==> config.mk <==
export PLATFORM = sky130hd
export DESIGN_NAME = i2c_register_transfer_sequencer_unit_flat
export DESIGN_NICKNAME = d
export VERILOG_FILES = /design/src/rtl/core/rts_pkg.sv /design/src/rtl/core/rts_if.sv /design/src/rtl/core/i2c_register_transfer_sequencer_unit.sv /design/src/rtl/core/rts_payload_mem.sv /design/src/rtl/core/rts_ctrl.sv /design/src/rtl/core/rts_out.sv /design/src/flat_wrapper.sv
export SDC_FILE = /design/constraint.sdc
export NUM_CORES = 2
export LEC_CHECK = 0
export ABC_AREA = 1
export BUFFER_PORTS_ARGS = -buffer_cell sky130_fd_sc_hd__buf_2
export CAP_MARGIN = 20
export CORE_MARGIN = 3
export CORE_UTILIZATION = 57
export CTS_BUF_LIST = sky130_fd_sc_hd__clkbuf_16
export DETAILED_ROUTE_END_ITERATION = 12
export GPL_ROUTABILITY_DRIVEN = 1
export PLACE_DENSITY = 0.76
export SYNTH_ARGS = -nofsm -noshare
export SYNTH_HDL_FRONTEND = slang
export SYNTH_SLANG_ARGS = --single-unit
==> constraint.sdc <==
create_clock -name clk -period 3.35 [get_ports clk]
set_clock_uncertainty 0.15 [all_clocks]
set_input_delay 0.1675 -clock clk [delete_from_list [all_inputs] [get_ports clk]]
set_output_delay 0.1675 -clock clk [all_outputs]
set_load 0.03 [all_outputs]
==> src/rtl/core/rts_pkg.sv <==
// ----------------------------------------------------------------------------
// rts_pkg
// Shared types, codes and helpers for the i2c register transfer sequencer.
// ----------------------------------------------------------------------------
package rts_pkg;

    // payload store geometry
    localparam int PAYLOAD_DEPTH = 256;
    localparam int PAYLOAD_AW    = $clog2(PAYLOAD_DEPTH);

    // retry budget after reset
    localparam logic [7:0] RESTARTS_RESET = 8'd20;

    // command codes of an input item
    typedef enum logic [1:0] {
        CMD_LOAD   = 2'd0,
        CMD_WRITE  = 2'd1,
        CMD_READ   = 2'd2,
        CMD_FINISH = 2'd3
    } cmd_t;

    // bus operation codes
    typedef enum logic [2:0] {
        OP_NONE   = 3'd0,
        OP_START  = 3'd1,
        OP_STOP   = 3'd2,
        OP_SEND   = 3'd3,
        OP_RXACK  = 3'd4,
        OP_RXNACK = 3'd5
    } bus_op_t;

    // transfer result codes
    typedef enum logic [2:0] {
        RES_OK         = 3'd0,
        RES_START_FAIL = 3'd1,
        RES_ADDR_NACK  = 3'd2,
        RES_REG_NACK   = 3'd3,
        RES_DATA_FAIL  = 3'd4,
        RES_RADDR_NACK = 3'd5
    } res_code_t;

    // bus engine status codes, low three bits masked
    localparam logic [4:0] ST_START   = 5'h01;
    localparam logic [4:0] ST_RSTART  = 5'h02;
    localparam logic [4:0] ST_SLAW_AK = 5'h03;
    localparam logic [4:0] ST_DATA_AK = 5'h05;
    localparam logic [4:0] ST_SLAR_AK = 5'h08;
    localparam logic [4:0] ST_RX_AK   = 5'h0A;

    // result of the sequencer before the payload read returns
    typedef struct packed {
        logic [2:0] bus_op;
        logic [7:0] op_byte;
        logic       mem_sel;
        logic       read_valid;
        logic [7:0] read_data;
        logic [7:0] read_index;
        logic       done_res;
        logic [2:0] result_code;
    } rts_s1_t;

    function automatic logic start_ok(input logic [7:0] st);
        logic [4:0] s;
        s = st[7:3];
        return (s == ST_START) || (s == ST_RSTART);
    endfunction

    function automatic logic ack_ok(input logic [7:0] st);
        logic [4:0] s;
        s = st[7:3];
        return (s == ST_SLAW_AK) || (s == ST_DATA_AK) || (s == ST_SLAR_AK) || (s == ST_RX_AK);
    endfunction

    function automatic logic pos_in_range(input logic [7:0] pos);
        return {1'b0, pos} < 9'(PAYLOAD_DEPTH);
    endfunction

endpackage

==> src/rtl/core/rts_if.sv <==
// ----------------------------------------------------------------------------
// rts_if
// Valid/ready channels for sequencer command items and result items.
// ----------------------------------------------------------------------------
interface rts_in_if;
    logic       valid;
    logic       ready;
    logic [1:0] cmd;
    logic [6:0] device_addr;
    logic [7:0] reg_addr;
    logic [7:0] length;
    logic [7:0] buf_index;
    logic [7:0] tx_byte;
    logic [7:0] bus_status;
    logic [7:0] rx_byte;

    modport source (
        output valid, cmd, device_addr, reg_addr, length, buf_index, tx_byte,
               bus_status, rx_byte,
        input  ready
    );
    modport sink (
        input  valid, cmd, device_addr, reg_addr, length, buf_index, tx_byte,
               bus_status, rx_byte,
        output ready
    );
endinterface

interface rts_out_if;
    logic       valid;
    logic       ready;
    logic [2:0] bus_op;
    logic [7:0] op_byte;
    logic       read_valid;
    logic [7:0] read_data;
    logic [7:0] read_index;
    logic       done_res;
    logic [2:0] result_code;

    modport source (
        output valid, bus_op, op_byte, read_valid, read_data, read_index, done_res,
               result_code,
        input  ready
    );
    modport sink (
        input  valid, bus_op, op_byte, read_valid, read_data, read_index, done_res,
               result_code,
        output ready
    );
endinterface

==> src/rtl/core/i2c_register_transfer_sequencer_unit.sv <==
// ----------------------------------------------------------------------------
// i2c_register_transfer_sequencer_unit
// I2C master register read/write sequencer driving a byte-level bus engine.
// ----------------------------------------------------------------------------
// pipeline: an accepted command item is held in the s1 register, then its result
//   item moves to the output register, where it is valid
// throughput: one item per cycle while the receiver takes result items; the payload
//   store read of a send is registered and is absorbed by the result pipeline
// reset: phase idle, counters zero, retry budget 20, result pipeline empty;
//   the payload store is not cleared
module i2c_register_transfer_sequencer_unit (
    input  logic      clk,
    input  logic      rst_n,
    rts_in_if.sink    req,
    rts_out_if.source rsp,
    input  logic      cfg_we,
    input  logic [7:0] cfg_wdata
);
    import rts_pkg::*;

    logic                  accept;
    logic                  free;
    logic                  load_we;
    rts_s1_t               s1;
    logic [PAYLOAD_AW-1:0] mem_raddr;
    logic [7:0]            mem_rdata;

    assign req.ready = free;
    assign accept    = req.valid && free;
    assign load_we   = accept && (cmd_t'(req.cmd) == CMD_LOAD) && pos_in_range(req.buf_index);

    // payload store
    rts_payload_mem u_mem (
        .clk   (clk),
        .we    (load_we),
        .waddr (req.buf_index[PAYLOAD_AW-1:0]),
        .wdata (req.tx_byte),
        .re    (accept),
        .raddr (mem_raddr),
        .rdata (mem_rdata)
    );

    // transfer sequencer
    rts_ctrl u_ctrl (
        .clk         (clk),
        .rst_n       (rst_n),
        .accept      (accept),
        .cmd         (req.cmd),
        .device_addr (req.device_addr),
        .reg_addr    (req.reg_addr),
        .length      (req.length),
        .bus_status  (req.bus_status),
        .rx_byte     (req.rx_byte),
        .cfg_we      (cfg_we),
        .cfg_wdata   (cfg_wdata),
        .s1          (s1),
        .mem_raddr   (mem_raddr)
    );

    // result pipeline
    rts_out u_out (
        .clk       (clk),
        .rst_n     (rst_n),
        .load      (accept),
        .s1_in     (s1),
        .mem_rdata (mem_rdata),
        .free      (free),
        .rsp       (rsp)
    );

endmodule

==> src/rtl/core/rts_payload_mem.sv <==
// ----------------------------------------------------------------------------
// rts_payload_mem
// Payload byte store: one write port, one registered read port.
// ----------------------------------------------------------------------------
module rts_payload_mem (
    input  logic                          clk,
    input  logic                          we,
    input  logic [rts_pkg::PAYLOAD_AW-1:0] waddr,
    input  logic [7:0]                    wdata,
    input  logic                          re,
    input  logic [rts_pkg::PAYLOAD_AW-1:0] raddr,
    output logic [7:0]                    rdata
);
    import rts_pkg::*;

    logic [7:0] mem [PAYLOAD_DEPTH];
    logic [7:0] rdata_reg;

    // write port
    always_ff @(posedge clk)
    begin
        if (we)
        begin
            mem[waddr] <= wdata;
        end
    end

    // read port, data held until the next read
    always_ff @(posedge clk)
    begin
        if (re)
        begin
            rdata_reg <= mem[raddr];
        end
    end

    assign rdata = rdata_reg;

endmodule

==> src/rtl/core/rts_ctrl.sv <==
// ----------------------------------------------------------------------------
// rts_ctrl
// Transfer sequencer: phase, retry budget and byte counters, one item a cycle while accepted.
// ----------------------------------------------------------------------------
module rts_ctrl (
    input  logic                           clk,
    input  logic                           rst_n,
    input  logic                           accept,
    input  logic [1:0]                     cmd,
    input  logic [6:0]                     device_addr,
    input  logic [7:0]                     reg_addr,
    input  logic [7:0]                     length,
    input  logic [7:0]                     bus_status,
    input  logic [7:0]                     rx_byte,
    input  logic                           cfg_we,
    input  logic [7:0]                     cfg_wdata,
    output rts_pkg::rts_s1_t               s1,
    output logic [rts_pkg::PAYLOAD_AW-1:0] mem_raddr
);
    import rts_pkg::*;

    typedef enum logic [3:0] {
        PH_IDLE     = 4'd0,
        PH_W_START  = 4'd1,
        PH_W_SLA    = 4'd2,
        PH_W_REG    = 4'd3,
        PH_W_DATA   = 4'd4,
        PH_R_START  = 4'd5,
        PH_R_SLA    = 4'd6,
        PH_R_REG    = 4'd7,
        PH_R_RSTART = 4'd8,
        PH_R_SLAR   = 4'd9,
        PH_R_DATA   = 4'd10
    } phase_t;

    phase_t     phase_reg,   phase_next;
    logic [7:0] retries_reg, retries_next;
    logic [7:0] bytes_reg,   bytes_next;
    logic [7:0] pos_reg,     pos_next;
    logic [6:0] taddr_reg,   taddr_next;
    logic [7:0] treg_reg,    treg_next;
    logic [7:0] max_restarts_reg;
    logic [7:0] retries_dec;
    logic [7:0] bytes_dec;
    logic       st_start;
    logic       st_ack;

    assign retries_dec = retries_reg - 8'd1;
    assign bytes_dec   = bytes_reg - 8'd1;
    assign st_start    = start_ok(bus_status);
    assign st_ack      = ack_ok(bus_status);
    assign mem_raddr   = pos_reg[PAYLOAD_AW-1:0];

    // next state and result of the accepted item
    always_comb
    begin
        phase_next   = phase_reg;
        retries_next = retries_reg;
        bytes_next   = bytes_reg;
        pos_next     = pos_reg;
        taddr_next   = taddr_reg;
        treg_next    = treg_reg;
        s1           = '0;

        unique case (cmd_t'(cmd)) inside
            CMD_LOAD:
            begin
                // store write handled by the payload memory
            end
            CMD_WRITE, CMD_READ:
            begin
                if (phase_reg == PH_IDLE)
                begin
                    if (length == 8'd0)
                    begin
                        s1.done_res    = 1'b1;
                        s1.result_code = RES_OK;
                    end
                    else
                    begin
                        taddr_next   = device_addr;
                        treg_next    = reg_addr;
                        bytes_next   = length;
                        pos_next     = 8'd0;
                        retries_next = max_restarts_reg;
                        phase_next   = (cmd_t'(cmd) == CMD_READ) ? PH_R_START : PH_W_START;
                        s1.bus_op    = OP_START;
                    end
                end
            end
            CMD_FINISH:
            begin
                unique case (phase_reg) inside
                    PH_W_START, PH_W_SLA:
                    begin
                        if ((phase_reg == PH_W_START) ? st_start : st_ack)
                        begin
                            phase_next = (phase_reg == PH_W_START) ? PH_W_SLA : PH_W_REG;
                            s1.bus_op  = OP_SEND;
                            s1.op_byte = (phase_reg == PH_W_START) ? {taddr_reg, 1'b0}
                                                                   : treg_reg;
                        end
                        else if (retries_reg == 8'd0)
                        begin
                            // budget spent: stop and report
                            phase_next     = PH_IDLE;
                            s1.bus_op      = OP_STOP;
                            s1.done_res    = 1'b1;
                            s1.result_code = (phase_reg == PH_W_START) ? RES_START_FAIL
                                                                       : RES_ADDR_NACK;
                        end
                        else
                        begin
                            retries_next = retries_dec;
                            phase_next   = PH_W_START;
                            s1.bus_op    = OP_START;
                        end
                    end
                    PH_W_REG, PH_W_DATA:
                    begin
                        if (!st_ack)
                        begin
                            phase_next     = PH_IDLE;
                            s1.done_res    = 1'b1;
                            s1.result_code = (phase_reg == PH_W_REG) ? RES_REG_NACK
                                                                     : RES_DATA_FAIL;
                        end
                        else if (phase_reg == PH_W_DATA && bytes_dec == 8'd0)
                        begin
                            bytes_next     = bytes_dec;
                            phase_next     = PH_IDLE;
                            s1.bus_op      = OP_STOP;
                            s1.done_res    = 1'b1;
                            s1.result_code = RES_OK;
                        end
                        else
                        begin
                            // send next payload byte, read from the store
                            if (phase_reg == PH_W_DATA)
                            begin
                                bytes_next = bytes_dec;
                            end
                            phase_next = PH_W_DATA;
                            s1.bus_op  = OP_SEND;
                            s1.mem_sel = pos_in_range(pos_reg);
                            pos_next   = pos_reg + 8'd1;
                        end
                    end
                    PH_R_START, PH_R_SLA:
                    begin
                        if ((phase_reg == PH_R_START) ? st_start : st_ack)
                        begin
                            phase_next = (phase_reg == PH_R_START) ? PH_R_SLA : PH_R_REG;
                            s1.bus_op  = OP_SEND;
                            s1.op_byte = (phase_reg == PH_R_START) ? {taddr_reg, 1'b0}
                                                                   : treg_reg;
                        end
                        else
                        begin
                            // budget drops first, wrapping from zero
                            retries_next = retries_dec;
                            if (retries_dec == 8'd0)
                            begin
                                phase_next     = PH_IDLE;
                                s1.done_res    = 1'b1;
                                s1.bus_op      = (phase_reg == PH_R_START) ? OP_NONE : OP_STOP;
                                s1.result_code = (phase_reg == PH_R_START) ? RES_START_FAIL
                                                                           : RES_ADDR_NACK;
                            end
                            else
                            begin
                                phase_next = PH_R_START;
                                s1.bus_op  = OP_START;
                            end
                        end
                    end
                    PH_R_REG:
                    begin
                        if (st_ack)
                        begin
                            phase_next = PH_R_RSTART;
                            s1.bus_op  = OP_START;
                        end
                        else
                        begin
                            phase_next     = PH_IDLE;
                            s1.done_res    = 1'b1;
                            s1.result_code = RES_REG_NACK;
                        end
                    end
                    PH_R_RSTART:
                    begin
                        if (st_start)
                        begin
                            phase_next = PH_R_SLAR;
                            s1.bus_op  = OP_SEND;
                            s1.op_byte = {taddr_reg, 1'b1};
                        end
                        else
                        begin
                            phase_next     = PH_IDLE;
                            s1.done_res    = 1'b1;
                            s1.result_code = RES_DATA_FAIL;
                        end
                    end
                    PH_R_SLAR:
                    begin
                        if (st_ack)
                        begin
                            phase_next = PH_R_DATA;
                            s1.bus_op  = (bytes_reg > 8'd1) ? OP_RXACK : OP_RXNACK;
                        end
                        else
                        begin
                            phase_next     = PH_IDLE;
                            s1.done_res    = 1'b1;
                            s1.result_code = RES_RADDR_NACK;
                        end
                    end
                    PH_R_DATA:
                    begin
                        s1.read_valid = 1'b1;
                        s1.read_data  = rx_byte;
                        s1.read_index = pos_reg;
                        pos_next      = pos_reg + 8'd1;
                        bytes_next    = bytes_dec;
                        if (bytes_dec == 8'd0)
                        begin
                            phase_next     = PH_IDLE;
                            s1.bus_op      = OP_STOP;
                            s1.done_res    = 1'b1;
                            s1.result_code = RES_OK;
                        end
                        else
                        begin
                            s1.bus_op = (bytes_dec > 8'd1) ? OP_RXACK : OP_RXNACK;
                        end
                    end
                    default:
                    begin
                        // finish while idle: no effect
                    end
                endcase
            end
            default:
            begin
            end
        endcase
    end

    // sequencer state and retry budget register
    always_ff @(posedge clk or negedge rst_n)
    begin
        if (!rst_n)
        begin
            phase_reg        <= PH_IDLE;
            retries_reg      <= '0;
            bytes_reg        <= '0;
            pos_reg          <= '0;
            taddr_reg        <= '0;
            treg_reg         <= '0;
            max_restarts_reg <= RESTARTS_RESET;
        end
        else
        begin
            if (accept)
            begin
                phase_reg   <= phase_next;
                retries_reg <= retries_next;
                bytes_reg   <= bytes_next;
                pos_reg     <= pos_next;
                taddr_reg   <= taddr_next;
                treg_reg    <= treg_next;
            end
            if (cfg_we)
            begin
                max_restarts_reg <= cfg_wdata;
            end
        end
    end

endmodule

==> src/rtl/core/rts_out.sv <==
// ----------------------------------------------------------------------------
// rts_out
// Result pipeline: joins store read data to the result, then output register.
// ----------------------------------------------------------------------------
module rts_out (
    input  logic             clk,
    input  logic             rst_n,
    input  logic             load,
    input  rts_pkg::rts_s1_t s1_in,
    input  logic [7:0]       mem_rdata,
    output logic             free,
    rts_out_if.source        rsp
);
    import rts_pkg::*;

    logic       s1_valid_reg;
    rts_s1_t    s1_reg;
    logic       out_valid_reg;
    logic [2:0] bus_op_reg;
    logic [7:0] op_byte_reg;
    logic       read_valid_reg;
    logic [7:0] read_data_reg;
    logic [7:0] read_index_reg;
    logic       done_res_reg;
    logic [2:0] result_code_reg;
    logic       advance;

    assign advance = s1_valid_reg && (!out_valid_reg || rsp.ready);
    assign free    = !s1_valid_reg || advance;

    // stage valid flags
    always_ff @(posedge clk or negedge rst_n)
    begin
        if (!rst_n)
        begin
            s1_valid_reg  <= 1'b0;
            out_valid_reg <= 1'b0;
        end
        else
        begin
            if (load)
            begin
                s1_valid_reg <= 1'b1;
            end
            else if (advance)
            begin
                s1_valid_reg <= 1'b0;
            end

            if (advance)
            begin
                out_valid_reg <= 1'b1;
            end
            else if (rsp.ready)
            begin
                out_valid_reg <= 1'b0;
            end
        end
    end

    // payload of both stages
    always_ff @(posedge clk)
    begin
        if (load)
        begin
            s1_reg <= s1_in;
        end
        if (advance)
        begin
            bus_op_reg      <= s1_reg.bus_op;
            op_byte_reg     <= s1_reg.mem_sel ? mem_rdata : s1_reg.op_byte;
            read_valid_reg  <= s1_reg.read_valid;
            read_data_reg   <= s1_reg.read_data;
            read_index_reg  <= s1_reg.read_index;
            done_res_reg    <= s1_reg.done_res;
            result_code_reg <= s1_reg.result_code;
        end
    end

    assign rsp.valid       = out_valid_reg;
    assign rsp.bus_op      = bus_op_reg;
    assign rsp.op_byte     = op_byte_reg;
    assign rsp.read_valid  = read_valid_reg;
    assign rsp.read_data   = read_data_reg;
    assign rsp.read_index  = read_index_reg;
    assign rsp.done_res    = done_res_reg;
    assign rsp.result_code = result_code_reg;

endmodule

==> src/flat_wrapper.sv <==
// flat-port wrapper written by rule: the top's interface ports become plain ports
module i2c_register_transfer_sequencer_unit_flat import rts_pkg::*;
  (clk, rst_n, cfg_we, cfg_wdata, req_valid, req_cmd, req_device_addr, req_reg_addr, req_length, req_buf_index, req_tx_byte, req_bus_status, req_rx_byte, req_ready, rsp_valid, rsp_bus_op, rsp_op_byte, rsp_read_valid, rsp_read_data, rsp_read_index, rsp_done_res, rsp_result_code, rsp_ready);
  rts_in_if req_i ();
  rts_out_if rsp_i ();
  input  logic clk;
  input  logic rst_n;
  input  logic cfg_we;
  input  logic [7:0] cfg_wdata;
  input wire logic [$bits(req_i.valid)-1:0] req_valid;
  input wire logic [$bits(req_i.cmd)-1:0] req_cmd;
  input wire logic [$bits(req_i.device_addr)-1:0] req_device_addr;
  input wire logic [$bits(req_i.reg_addr)-1:0] req_reg_addr;
  input wire logic [$bits(req_i.length)-1:0] req_length;
  input wire logic [$bits(req_i.buf_index)-1:0] req_buf_index;
  input wire logic [$bits(req_i.tx_byte)-1:0] req_tx_byte;
  input wire logic [$bits(req_i.bus_status)-1:0] req_bus_status;
  input wire logic [$bits(req_i.rx_byte)-1:0] req_rx_byte;
  output wire logic [$bits(req_i.ready)-1:0] req_ready;
  output wire logic [$bits(rsp_i.valid)-1:0] rsp_valid;
  output wire logic [$bits(rsp_i.bus_op)-1:0] rsp_bus_op;
  output wire logic [$bits(rsp_i.op_byte)-1:0] rsp_op_byte;
  output wire logic [$bits(rsp_i.read_valid)-1:0] rsp_read_valid;
  output wire logic [$bits(rsp_i.read_data)-1:0] rsp_read_data;
  output wire logic [$bits(rsp_i.read_index)-1:0] rsp_read_index;
  output wire logic [$bits(rsp_i.done_res)-1:0] rsp_done_res;
  output wire logic [$bits(rsp_i.result_code)-1:0] rsp_result_code;
  input wire logic [$bits(rsp_i.ready)-1:0] rsp_ready;
  assign req_i.valid = req_valid;
  assign req_i.cmd = req_cmd;
  assign req_i.device_addr = req_device_addr;
  assign req_i.reg_addr = req_reg_addr;
  assign req_i.length = req_length;
  assign req_i.buf_index = req_buf_index;
  assign req_i.tx_byte = req_tx_byte;
  assign req_i.bus_status = req_bus_status;
  assign req_i.rx_byte = req_rx_byte;
  assign req_ready = req_i.ready;
  assign rsp_valid = rsp_i.valid;
  assign rsp_bus_op = rsp_i.bus_op;
  assign rsp_op_byte = rsp_i.op_byte;
  assign rsp_read_valid = rsp_i.read_valid;
  assign rsp_read_data = rsp_i.read_data;
  assign rsp_read_index = rsp_i.read_index;
  assign rsp_done_res = rsp_i.done_res;
  assign rsp_result_code = rsp_i.result_code;
  assign rsp_i.ready = rsp_ready;
  i2c_register_transfer_sequencer_unit u_core (.clk(clk), .rst_n(rst_n), .req(req_i), .rsp(rsp_i), .cfg_we(cfg_we), .cfg_wdata(cfg_wdata));
endmodule
==> results.ini <==
[timing]
holdWs_ns=0.0461
worst_slew_pin_slew_ns=1.09
min_period_over_period=0.986
finalSetupViolCount=0
period_minus_slack_ns=3.30
hold_viol=0
setup_tns_ns=0
max_freq_mhz=303
drv_slew=0
maxSlewHeadroom=0.270
finalWorstSetupSlack_ns=0.0476
grt_setup_unrepaired=false

[floorplan]
rows=144
die_x_um=401
die_h_um=401
dieArea_um2=160000
start_util=0.575
io_pins=104
coreArea_um2=154000

[detailed_routing]
wl_um=242000
wl_per_cell_um=23.8
via_count=61700
ant_nets=0
viasPerCell=6.08
drt-initial-drc-count=9660
dr.pass1.iters=6
drc_errors=0

[critical_path]
slowest_delay_ns=0.61
critPathSlowestCell=dlygate4sd3_1
path_cells=dlygate4sd3_1 -> buf_2 -> dlygate4sd3_1 -> inv_1 -> nand3_1 -> nand2_1 -> clkinvlp_4 -> nand2_1 -> nor3_2 -> nand3_1 -> buf_4 -> nor2_1 -> dlygate4sd3_1
crit_arrival_ns=3.72
cpLargestDelayFamily=buffers and inverters
crit_type=input pin to flop
cp-end-kind=flop
cp_num_buf_inv=7
timing.rr.start=u_core.u_out.rsp.valid
required_ns=3.77
cp_common_cell=dlygate4sd3_1
worstPathMaxFanout=16
critPathLaunchType=input pin
crit_start=rsp_ready

[final_layout]
area_delta_synth_final_pct=14.5
layout-drive-gt1-share=0.109
final_util=0.658
n_fill_cell=10600
largest_register_ffs=2048
nNetsFinal=8020

[clock_tree]
post-cts-setup-buffers=0
cts_buffers=206
clk_pin_slew_ns=0.06
htree_levels=4
clockBufferDepth=3
root_buffer=clkbuf_16
clock_sinks=2174
cts_tree=built
worstSkewPairLatency_ns=0.84

[synth]
ys_warn_count=0
postSynthCellCount=7538
ys_types=37
ys_seq_area_frac=0.733
syn_area_per_cell_um2=11.8
synth_enable_flop_cells=2121
ys.flop_type=edfxtp_1
async_reset_ff_frac=0.0244
netlist_area_um2=88700
syn_nets=7620
synth_seq_cells=2174

[global_route]
grt_max_degree=124
overflow=0
antenna_found_initial=17
grt_pass1_vias=59600
grt_pass1_wl_um=361000
grt_usage=0.296

[place]
gp_congestion=0.930
io_buffers=100
pre_cts_ws_ns=0.302
dpl.hpwl_um=141000

[pwr]
vdd.ir_drop.worst_v=0.000548
p_leak_uw=0.0357
p_per_area_nw_per_um2=712
power_uw=72300

[hold_path]
hold_start=req_rx_byte[6]
min_path_type=input pin to flop

[run]
drv_cap=0

[outcome]
outcome=completed

-- cell usage after synthesis (78+ instances only) --
library cell / count / area share
nor2_1: 1976 / 0.084
edfxtp_1: 2121 / 0.72
nand3_1: 405 / 0.023
inv_1: 158 / 0.0067
nand2_1: 801 / 0.034
o211ai_1: 176 / 0.015
clkbuf_1: 273 / 0.012
o21ai_1: 94 / 0.0053
o21ai_0: 985 / 0.056
a21oi_1: 118 / 0.0067
buf_2: 114 / 0.0064
o22ai_1: 78 / 0.0055
-- cells by family (layout without fill, tap and decap cells) --
group | count (synthesis) | in the layout | share of synthesized area
AO/OA/AOI/OAI | 1458 | 1458 | 0.0885
XOR/XNOR | 10 | 10 | 0.000987
buffers and inverters | 652 | 1222 | 0.0309
AND/OR/NAND/NOR | 3209 | 3209 | 0.142
other | 0 | 11 | 0
flip-flops | 2174 | 2174 | 0.733
adder cells (fa/ha/maj) | 12 | 12 | 0.00169
multiplexers | 23 | 23 | 0.00291
-- final timing paths --
kind	end	slack, ns	cells past startpoint
max in group asynchronous	u_core.u_ctrl.mem_raddr[2]	2.39	4
min in group asynchronous	u_core.u_ctrl.max_restarts_reg[2]	0.37	3
min	u_core.u_out.s1_reg[18]	0.05	4
max	u_core.u_mem.mem[207][5]	0.05	13
max reg2reg	u_core.u_mem.mem[207][5]	0.16	9
min reg2reg	u_core.u_out.rsp.read_index[1]	0.27	0
-- cell usage in the layout, fill, tap and decap left out, types with 22 or more instances in the layout --
cell / count
o21ai_1: 94
mux2_2: 22
nand3_1: 405
buf_12: 53
a21oi_1: 117
buf_2: 92
inv_1: 211
nand2_1: 787
o211ai_1: 176
o22ai_1: 78
buf_4: 387
nor2_1: 1972
clkbuf_16: 210
clkinv_1: 56
dlygate4sd3_1: 126
o21ai_0: 985
clkinv_2: 35
edfxtp_1: 2121
dfrtp_1: 47
-- final cells by class --
class                   count  area (um^2)  share of cell area
repair buffers            667         5840              0.0575
inverters                 177          691             0.00680
clock buffers             210         5260              0.0517
multi-input cells        4712        21000               0.207
well taps                2044         2560              0.0252
flip-flops and latches   2174        65000               0.640
clock inverters           168         1140              0.0112
diodes                     11         27.5            0.000271
-- repair_timing --
item                                   in CTS  in global routing
hold buffers                              127                  0
resized for setup                           0                  4
setup endpoints to repair                   0                 56
endpoints found under the hold margin    1670                  0
-- stage by stage --
step	cells	instance area, um^2
finish	10200	102000
global route	10200	102000
CTS	10200	102000
detailed placement	9647	93800
global placement	9647	93800
floorplan	7538	88700
-- report_power, final --
part / total [uW] / leakage, uW / switching, uW / internal [uW]
sequential: 30700 / 0.0198 / 403 / 30300
combinational: 19500 / 0.0126 / 13800 / 5740
clock: 22100 / 0.00335 / 9880 / 12200
-- worst register-to-register path, delay by kind of cell (launching register included) --
kind                   cells  cell delay, ns
DFF                        1            0.43
and+or+nand+nor            6            1.37
buffers and inverters      3            0.97
-- routing by layer --
metal / up-vias / global-route usage / wire [um]
li1: 27400 / - / -
met1: 29900 / 0.398 / 89300
met2: 3753 / 0.467 / 113000
met3: 675 / 0.0638 / 27500
met4: 16 / 0.137 / 11300
met5: - / 0 / 145
Power figures use the tool's default switching activity.
